## config.mk

```make
export PLATFORM = sky130hd
export DESIGN_NAME = osm_cell
export DESIGN_NICKNAME = d
export VERILOG_FILES = /design/src/sv/osm_pkg.sv /design/src/sv/osm_cell.sv
export SDC_FILE = /design/constraint.sdc
export NUM_CORES = 1
export LEC_CHECK = 0
export ABC_AREA = 1
export BUFFER_PORTS_ARGS = -buffer_cell sky130_fd_sc_hd__buf_2
export CAP_MARGIN = 20
export CORE_MARGIN = 2
export CORE_UTILIZATION = 47
export CTS_CLUSTER_DIAMETER = 120
export DETAILED_ROUTE_END_ITERATION = 7
export GPL_ROUTABILITY_DRIVEN = 0
export MAX_ROUTING_LAYER = met4
export PLACE_DENSITY = 0.9
export SETUP_SLACK_MARGIN = 0.4
export SKIP_LAST_GASP = 1
export SYNTH_ARGS = -nofsm -noshare
export SYNTH_HDL_FRONTEND = slang
export SYNTH_SLANG_ARGS = --single-unit
```

## constraint.sdc

```tcl
create_clock -name clk_i -period 2.9 [get_ports clk_i]
set_clock_uncertainty 0.1 [all_clocks]
set_input_delay 0.58 -clock clk_i [delete_from_list [all_inputs] [get_ports clk_i]]
set_output_delay 0.58 -clock clk_i [all_outputs]
set_load 0.03 [all_outputs]
```

## src/sv/osm_pkg.sv

```systemverilog
// Package for the order statistic multiset: sizes, codes and shared types.
`default_nettype none
package osm_pkg;

  localparam int CAPACITY   = 1024;
  localparam int IDX_W      = $clog2(CAPACITY);
  localparam int CNT_W      = $clog2(CAPACITY + 1);
  localparam int GROUP_SIZE = 32;
  localparam int NUM_GROUPS = (CAPACITY + GROUP_SIZE - 1) / GROUP_SIZE;

  localparam logic [2:0] OP_INSERT = 3'd0;
  localparam logic [2:0] OP_REMOVE = 3'd1;
  localparam logic [2:0] OP_RANK   = 3'd2;
  localparam logic [2:0] OP_KTH    = 3'd3;
  localparam logic [2:0] OP_PRED   = 3'd4;
  localparam logic [2:0] OP_SUCC   = 3'd5;

  localparam logic [1:0] ST_OK        = 2'd0;
  localparam logic [1:0] ST_FULL      = 2'd1;
  localparam logic [1:0] ST_NOT_FOUND = 2'd2;

  typedef enum logic [1:0] {
    S_IDLE,
    S_CMP,
    S_GRP,
    S_FIN
  } state_e;

  typedef struct packed {
    logic [2:0]         op;
    logic signed [31:0] operand;
  } req_t;

  typedef struct packed {
    logic [1:0]         status;
    logic signed [31:0] answer;
  } rsp_t;

  typedef struct packed {
    logic               capture;
    logic               ins_en;
    logic               rem_en;
    logic [2:0]         op;
    logic signed [31:0] key;
    logic [CNT_W-1:0]   count;
  } cell_ctl_t;

endpackage
`default_nettype wire

```

## src/sv/osm_cell.sv

```systemverilog
// One storage cell of the sorted row: compare flags, selection and shift update.
`default_nettype none
module osm_cell (
  input  wire logic                          clk_i,
  input  wire osm_pkg::cell_ctl_t            ctl_i,
  input  wire logic [osm_pkg::IDX_W-1:0]     idx_i,
  input  wire logic signed [31:0]            left_val_i,
  input  wire logic                          left_le_i,
  input  wire logic signed [31:0]            right_val_i,
  input  wire logic                          right_lt_i,
  output logic signed [31:0]                 val_o,
  output logic                               lt_o,
  output logic                               le_o,
  output logic                               hit_o,
  output logic [31:0]                        ans_o
);

  logic signed [31:0] val_q;
  logic               occ_q, lt_q, le_q, eq_q, kth_q;
  logic               occ;
  logic               bnd_lt, bnd_le;
  logic [31:0]        idx_p1;

  assign occ    = osm_pkg::CNT_W'(idx_i) < ctl_i.count;
  assign idx_p1 = 32'(idx_i) + 32'd1;

  always_ff @(posedge clk_i) begin
    if (ctl_i.capture) begin
      occ_q <= occ;
      lt_q  <= occ && (val_q < ctl_i.key);
      le_q  <= occ && (val_q <= ctl_i.key);
      eq_q  <= occ && (val_q == ctl_i.key);
      kth_q <= occ && (ctl_i.key == $signed(idx_p1));
    end
  end

  // insert opens a gap at the first cell above the key; remove closes the one at the key
  always_ff @(posedge clk_i) begin
    if (ctl_i.ins_en && !le_q) begin
      val_q <= left_le_i ? ctl_i.key : left_val_i;
    end else if (ctl_i.rem_en && !lt_q) begin
      val_q <= right_val_i;
    end
  end

  assign bnd_lt = lt_q && !right_lt_i;
  assign bnd_le = occ_q && !le_q && left_le_i;

  always_comb begin
    hit_o = 1'b0;
    ans_o = '0;
    case (ctl_i.op)
      osm_pkg::OP_REMOVE: hit_o = eq_q;
      osm_pkg::OP_RANK: begin
        hit_o = bnd_lt;
        ans_o = bnd_lt ? idx_p1 : '0;
      end
      osm_pkg::OP_KTH: begin
        hit_o = kth_q;
        ans_o = kth_q ? val_q : '0;
      end
      osm_pkg::OP_PRED: begin
        hit_o = bnd_lt;
        ans_o = bnd_lt ? val_q : '0;
      end
      osm_pkg::OP_SUCC: begin
        hit_o = bnd_le;
        ans_o = bnd_le ? val_q : '0;
      end
      default: begin
        hit_o = 1'b0;
        ans_o = '0;
      end
    endcase
  end

  assign val_o = val_q;
  assign lt_o  = lt_q;
  assign le_o  = le_q;

endmodule
`default_nettype wire

```

==> results of run 1 <==
## where the power goes
| part | internal [mW] | switching (mW) |
|---|---|---|
| combinational | 0.357 | 0.673 |
| clock | 0.258 | 0.219 |
| sequential | 0.704 | 0.0698 |
| total | 1.32 | 0.962 |
## through the flow
step                power [mW]  setup slack (ps)
finish                    2.28               415
global route              2.42               331
CTS                       2.23               401
detailed placement        1.75               261
global placement          1.70               296
floorplan                 1.40               451
## placed cells by master, fill, tap and decap left out, drive strengths merged, types with 2 or more instances in the layout
cell type  instances
o21a               2
o21ai              7
nor2              85
nand3             22
nand2            125
nor4               2
a21oi             83
o22ai              9
inv              105
nand4             10
xor2               3
nor3               4
edfxtp            37
clkbuf            12
buf              200
ha                42
## registers in the layout (all words and copies together), names as in the netlist
| name | cells |
|---|---|
| lt_o | 1 |
| eq_q | 1 |
| le_o | 1 |
| occ_q | 1 |
| val_o | 32 |
| kth_q | 1 |
## worst reg2reg max path, cell delays in order (launching register included)
cell      delay (ps)
edfxtp_1         440
ha_1             370
nand2_1           90
nor2_1           150
nand2_1          100
nor4_1           330
nand2_1          130
nand2_1           80
nand2_1           40
nand3_1           90
nand2_1           50
## final timing paths
kind	from	endpoint	cells after the start
worst min register to register	val_o[31]	lt_o	4
worst max-delay path	lt_o	ans_o[3]	9
worst max register to register	val_o[31]	le_o	10
worst min-delay path	ctl_i[48]	eq_q	1
## layout make-up
type | instances | share of cell area [%]
Clock buffer | 5 | 1.34
Clock inverter | 3 | 0.851
Inverter | 104 | 7.58
Multi-Input combinational cell | 399 | 43.3
Sequential cell | 37 | 21.6
Tap cell | 102 | 2.48
Timing Repair Buffer | 207 | 22.9
## per-layer routing
layer	GRT usage (%)	routed length, µm	vias up
met5	-	0	-
met4	9.44	444	0
met3	2.66	854	40
met2	50.4	6550	262
met1	37.7	5510	2073
li1	-	-	2206
## logic make-up (layout without fill, tap and decap cells)
kind of cell,count (synthesis),in the layout
AND/OR/NAND/NOR,248,248
adder cells (fa/ha/maj),42,42
XOR/XNOR,3,3
buffers and inverters,123,319
AO/OA/AOI/OAI,106,106
flip-flops,37,37
## timing repair
| action | in CTS | in global routing |
|---|---|---|
| gates resized for setup | 5 | 27 |
| pin swaps | 1 | 1 |
| setup endpoints to repair | 14 | 33 |
| cloned | 0 | 2 |
| hold buffers | 0 | 0 |
| buffers inserted | 4 | 2 |
==> flow_metrics.env, run 1 <==
export IMPL_wl_per_cell_um=15.6
export IMPL_path_buf_inv=4
export IMPL_synth_area_um2=3750
export IMPL_p_per_area_nw_per_um2=443
export IMPL_synth_top_family_by_area="simple AND/OR/NAND/NOR gates"
export IMPL_final_area_um2=5150
export IMPL_die_height_um=93.3
export IMPL_htree_levels=2
export IMPL_cts_buffers=5
export IMPL_antennaDiodeCount=0
export IMPL_path_clk_slew_ps=100
export IMPL_wirelength_um=13400
export IMPL_track_usage_pct=29.7
export IMPL_yosys_warnings=0
export IMPL_slowest_stage="edfxtp_1"
export IMPL_core_um2=7730
export IMPL_final_setup_viol_count=0
export IMPL_yosysTopAreaCell="edfxtp_1"
export IMPL_via_per_inst=5.35
export IMPL_synth_xor_area_share_pct=0.901
export IMPL_outcome="complete, no violations"
export IMPL_yosys_top_cells_area="edfxtp_1, ha_1, nand2_1"
export IMPL_power_leakage_nw=2.93
export IMPL_ys_ff_latch=37
export IMPL_final_net_count=922
export IMPL_drc_errors=0
export IMPL_rsz0062_at_grt="yes"
export IMPL_start_util_pct=48.5
export IMPL_grt_max_degree=34
export IMPL_period_share_pct=85.7
export IMPL_synth_nets=727
export IMPL_grt_pass1_vias=4323
export IMPL_worstPathCellList="inv_2 -> nor2_4 -> nor2_1 -> nor3_2 -> a32oi_2 -> buf_6 -> clkbuf_16 -> o22ai_1 -> buf_4"
export IMPL_async_flop_share_pct=0
export IMPL_placed_area_um2=4810
export IMPL_dp_cells=839
export IMPL_ant_nets=0
export IMPL_multi_input_comb_area_um2=2230
export IMPL_timing_fmax_ghz=0.402
export IMPL_cts_max_path_buffers=2
export IMPL_hpwlAfterDp_um=10000
export IMPL_fin_setup_tns_ps=0
export IMPL_holdWs_ps=453
export IMPL_cp_max_fo=8
export IMPL_ir_drop_mv=0.251
export IMPL_drive_gt1_share_pct=31.3
export IMPL_crit_type="flip-flop to primary output"
export IMPL_maxSlewHeadroom_pct=62.3
export IMPL_ios=193
export IMPL_antenna_found_initial=0
export IMPL_final_max_slew_viol_count=0
export IMPL_synth_seq_area_share_pct=29.6
export IMPL_clock_latency_ps=300
export IMPL_fin_util_pct=66.6
export IMPL_syn_area_per_cell_um2=6.71
export IMPL_end_kind="primary output"
export IMPL_synthDistinctLibCells=28
export IMPL_finalNonFillerCells=857
export IMPL_synth_top_area_share_pct=29.6
export IMPL_hold_path_class="input pin to flip-flop"
export IMPL_die_area_um2=8710
export IMPL_synth_commonest_cells="nand2_1, inv_1, a21oi_1"
export IMPL_period_needed_ps=2480
export IMPL_yosys_area_share_simple_pct=27.9
export IMPL_synth_most_common_cell="nand2_1"
export IMPL_arrival_ps=1800
export IMPL_synthCells=559
export IMPL_drtIter0Drc=404
export IMPL_synthMuxAreaShare_pct=0
export IMPL_regToRegSetupSlack_ps=700
export IMPL_synth_compound_area_share_pct=15.0
export IMPL_crit_family="buffers and inverters"
export IMPL_seqCellArea_um2=1110
export IMPL_route_vias_total=4581
export IMPL_synth_edf_count=37
export IMPL_root_buffer="clkbuf_8"
export IMPL_yosys_area_share_adder_pct=14.0
export IMPL_overflow=0
export IMPL_std_cell_rows=32
export IMPL_ys_flop_type="edfxtp_1"
export IMPL_tightest_slew_ps=566
export IMPL_die_w_um=93.3
export IMPL_hold_viol=0
export IMPL_fillers=660
export IMPL_cts_tree="yes"
export IMPL_syn_to_final_growth_pct=37.3
export IMPL_max_cap_viol_count=0
export IMPL_clock_sinks=37
export IMPL_worst_ep_required_time_ps=2220
export IMPL_first_pass_iters=5
export IMPL_port_buffer_count=192
export IMPL_worst_path_largest_cell_delay_ps=410
export IMPL_grt_first_pass_wirelength_um=20100
export IMPL_worst_setup_path_start_kind="flip-flop"
(Power assumes the default switching activity.)
==> inputs of run 2 (changes only) <==
--- a/config.mk
+++ b/config.mk
@@ -15,6 +15,7 @@
 export GPL_ROUTABILITY_DRIVEN = 0
 export MAX_ROUTING_LAYER = met4
 export PLACE_DENSITY = 0.9
+export RECOVER_POWER = 25
 export SETUP_SLACK_MARGIN = 0.4
 export SKIP_LAST_GASP = 1
 export SYNTH_ARGS = -nofsm -noshare
==> run 2 against run 1 <==
Effect of this change:
- routed wire length up 0.25%
- die area stayed put
- via count shrank 0.17%
- worst hold slack improved by 49 ps
- final cell count did not move
- clock-buffer cell count unchanged
- register-to-register slack lost 190 ps
- design area fell by 1.2%
- critical path depth decreased by 1
- worst setup slack worse by 33 ps
- critical endpoint is now ans_o[1]
- largest power group unchanged
==> flow_metrics.env, run 2 (synthesis results as in run 1) <==
export IMPL_die_area_um2=8710
export IMPL_std_cell_rows=32
export IMPL_ir_drop_mv=0.252
export IMPL_clock_sinks=37
export IMPL_whs_endpoint="val_o[25]"
export IMPL_hold_path_class="input pin to flip-flop"
export IMPL_timing_fmax_ghz=0.397
export IMPL_max_cap_viol_count=0
export IMPL_hp_start="right_val_i[25]"
export IMPL_cp_max_fo=8
export IMPL_root_buffer="clkbuf_8"
export IMPL_period_share_pct=86.8
export IMPL_drtIter0Drc=375
export IMPL_drive_gt1_share_pct=27.9
export IMPL_path_buf_inv=4
export IMPL_die_w_um=93.3
export IMPL_cts_buffers=5
export IMPL_start_util_pct=48.5
export IMPL_first_pass_iters=5
export IMPL_antennaDiodeCount=0
export IMPL_p_total_mw=2.26
export IMPL_final_common_cell="buf_2"
export IMPL_cts_max_path_buffers=2
export IMPL_track_usage_pct=29.7
export IMPL_slowest_stage="clkbuf_1"
export IMPL_core_um2=7730
export IMPL_rsz0062_at_grt="yes"
export IMPL_outcome="complete, no violations"
export IMPL_worst_setup_path_start_kind="input pin"
export IMPL_largest_reg_flops=32
export IMPL_worst_ep_required_time_ps=2220
export IMPL_ios=193
export IMPL_drc_errors=0
export IMPL_worst_r2r_path_depth=6
export IMPL_syn_to_final_growth_pct=35.6
export IMPL_grt_max_degree=34
export IMPL_power_leakage_nw=2.85
export IMPL_grt_pass1_vias=4323
export IMPL_ant_nets=0
export IMPL_clock_latency_ps=300
export IMPL_tightest_slew_ps=1130
export IMPL_p_per_area_nw_per_um2=445
export IMPL_final_max_slew_viol_count=0
export IMPL_grt_first_pass_wirelength_um=20100
export IMPL_wl_per_cell_um=15.6
export IMPL_htree_levels=2
export IMPL_hold_depth=3
export IMPL_worstPathCellList="clkbuf_1 -> nand3_1 -> nand2_1 -> a32oi_2 -> buf_6 -> clkbuf_16 -> o21ai_1 -> buf_4"
export IMPL_wirelength_um=13400
export IMPL_hpwlAfterDp_um=10000
export IMPL_port_buffer_count=192
export IMPL_overflow=0
export IMPL_reg2reg_from="le_o"
export IMPL_reg2reg_to="val_o[26]"
export IMPL_arrival_ps=1840
export IMPL_path_clk_slew_ps=100
export IMPL_fin_setup_tns_ps=0
export IMPL_die_height_um=93.3
export IMPL_period_needed_ps=2520
export IMPL_cts_tree="yes"
export IMPL_crit_type="input pin to primary output"
export IMPL_crit_family="buffers and inverters"
export IMPL_final_net_count=922
export IMPL_worst_path_largest_cell_delay_ps=300
export IMPL_maxSlewHeadroom_pct=24.7
export IMPL_route_vias_total=4573
export IMPL_antenna_found_initial=0
export IMPL_end_kind="primary output"
export IMPL_final_setup_viol_count=0
export IMPL_via_per_inst=5.34
export IMPL_final_cell_mix="buf_2, nand2_1, inv_1"
export IMPL_regToRegSetupSlack_ps=510
export IMPL_hold_viol=0
==> run 2: cell types whose count changed in the layout (fill, tap and decap cells not counted), sizes merged <==
cell	change
buf	-25
clkbuf	+25
==> run 2: worst max-delay path by stage <==
stage                          from        to  depth (start not counted)
after global routing      left_le_i  ans_o[5]                          8
after floorplan                lt_o  ans_o[1]                          6
after CTS                  idx_i[0]  ans_o[8]                          7
after global placement     idx_i[0]  ans_o[8]                          7
after detailed placement   idx_i[0]  ans_o[8]                          7
final                     left_le_i  ans_o[1]                          8
==> run 2: tightest hold or removal path, delay by kind of cell <==
kind                   cells  cell delay [ps]
AOI/OAI and AO/OA          1              100
buffers and inverters      1               80
and+or+nand+nor            1               30
==> run 2: final cells by class <==
type                    count  area, µm²
flip-flops and latches     37       1110
well taps                 102        128
inverters                 104        390
multi-input cells         399       2230
clock buffers               5       68.8
fillers                   672       2640
repair buffers            207       1120
clock inverters             3       43.8
==> run 2: power breakdown <==
group	switching (mW)	internal, mW	total, mW
registers	0.0712	0.704	0.776
logic	0.673	0.335	1.01
clock network	0.220	0.258	0.479
==> run 2: per-layer routing <==
metal | up-vias | share of wire, % | track usage [%]
met4 | 0 | 3.2 | 9.44
met3 | 42 | 6.1 | 2.66
li1 | 2208 | - | -
met1 | 2082 | 42 | 37.7
met2 | 241 | 49 | 50.4
met5 | - | 0 | -
==> run 2: metrics by stage <==
stage	hold WS [ps]	cells	area [µm²]	setup slack, ps	utilization (%)
after floorplan	592	559	3760	451	-
after global placement	760	839	4810	296	62.2
after detailed placement	764	839	4810	261	62.2
after CTS	449	851	4970	401	64.4
after global routing	494	857	5080	325	65.8
final	501	857	5080	382	65.8
==> run 2: what timing repair did <==
item | 4_1_cts | 5_1_grt
setup buffers | 4 | 2
endpoints found under the setup margin | 14 | 33
hold buffers | 0 | 0
cloned | 0 | 2
gates resized for setup | 5 | 27
hold endpoints to repair | 0 | 0
pin swaps | 1 | 1
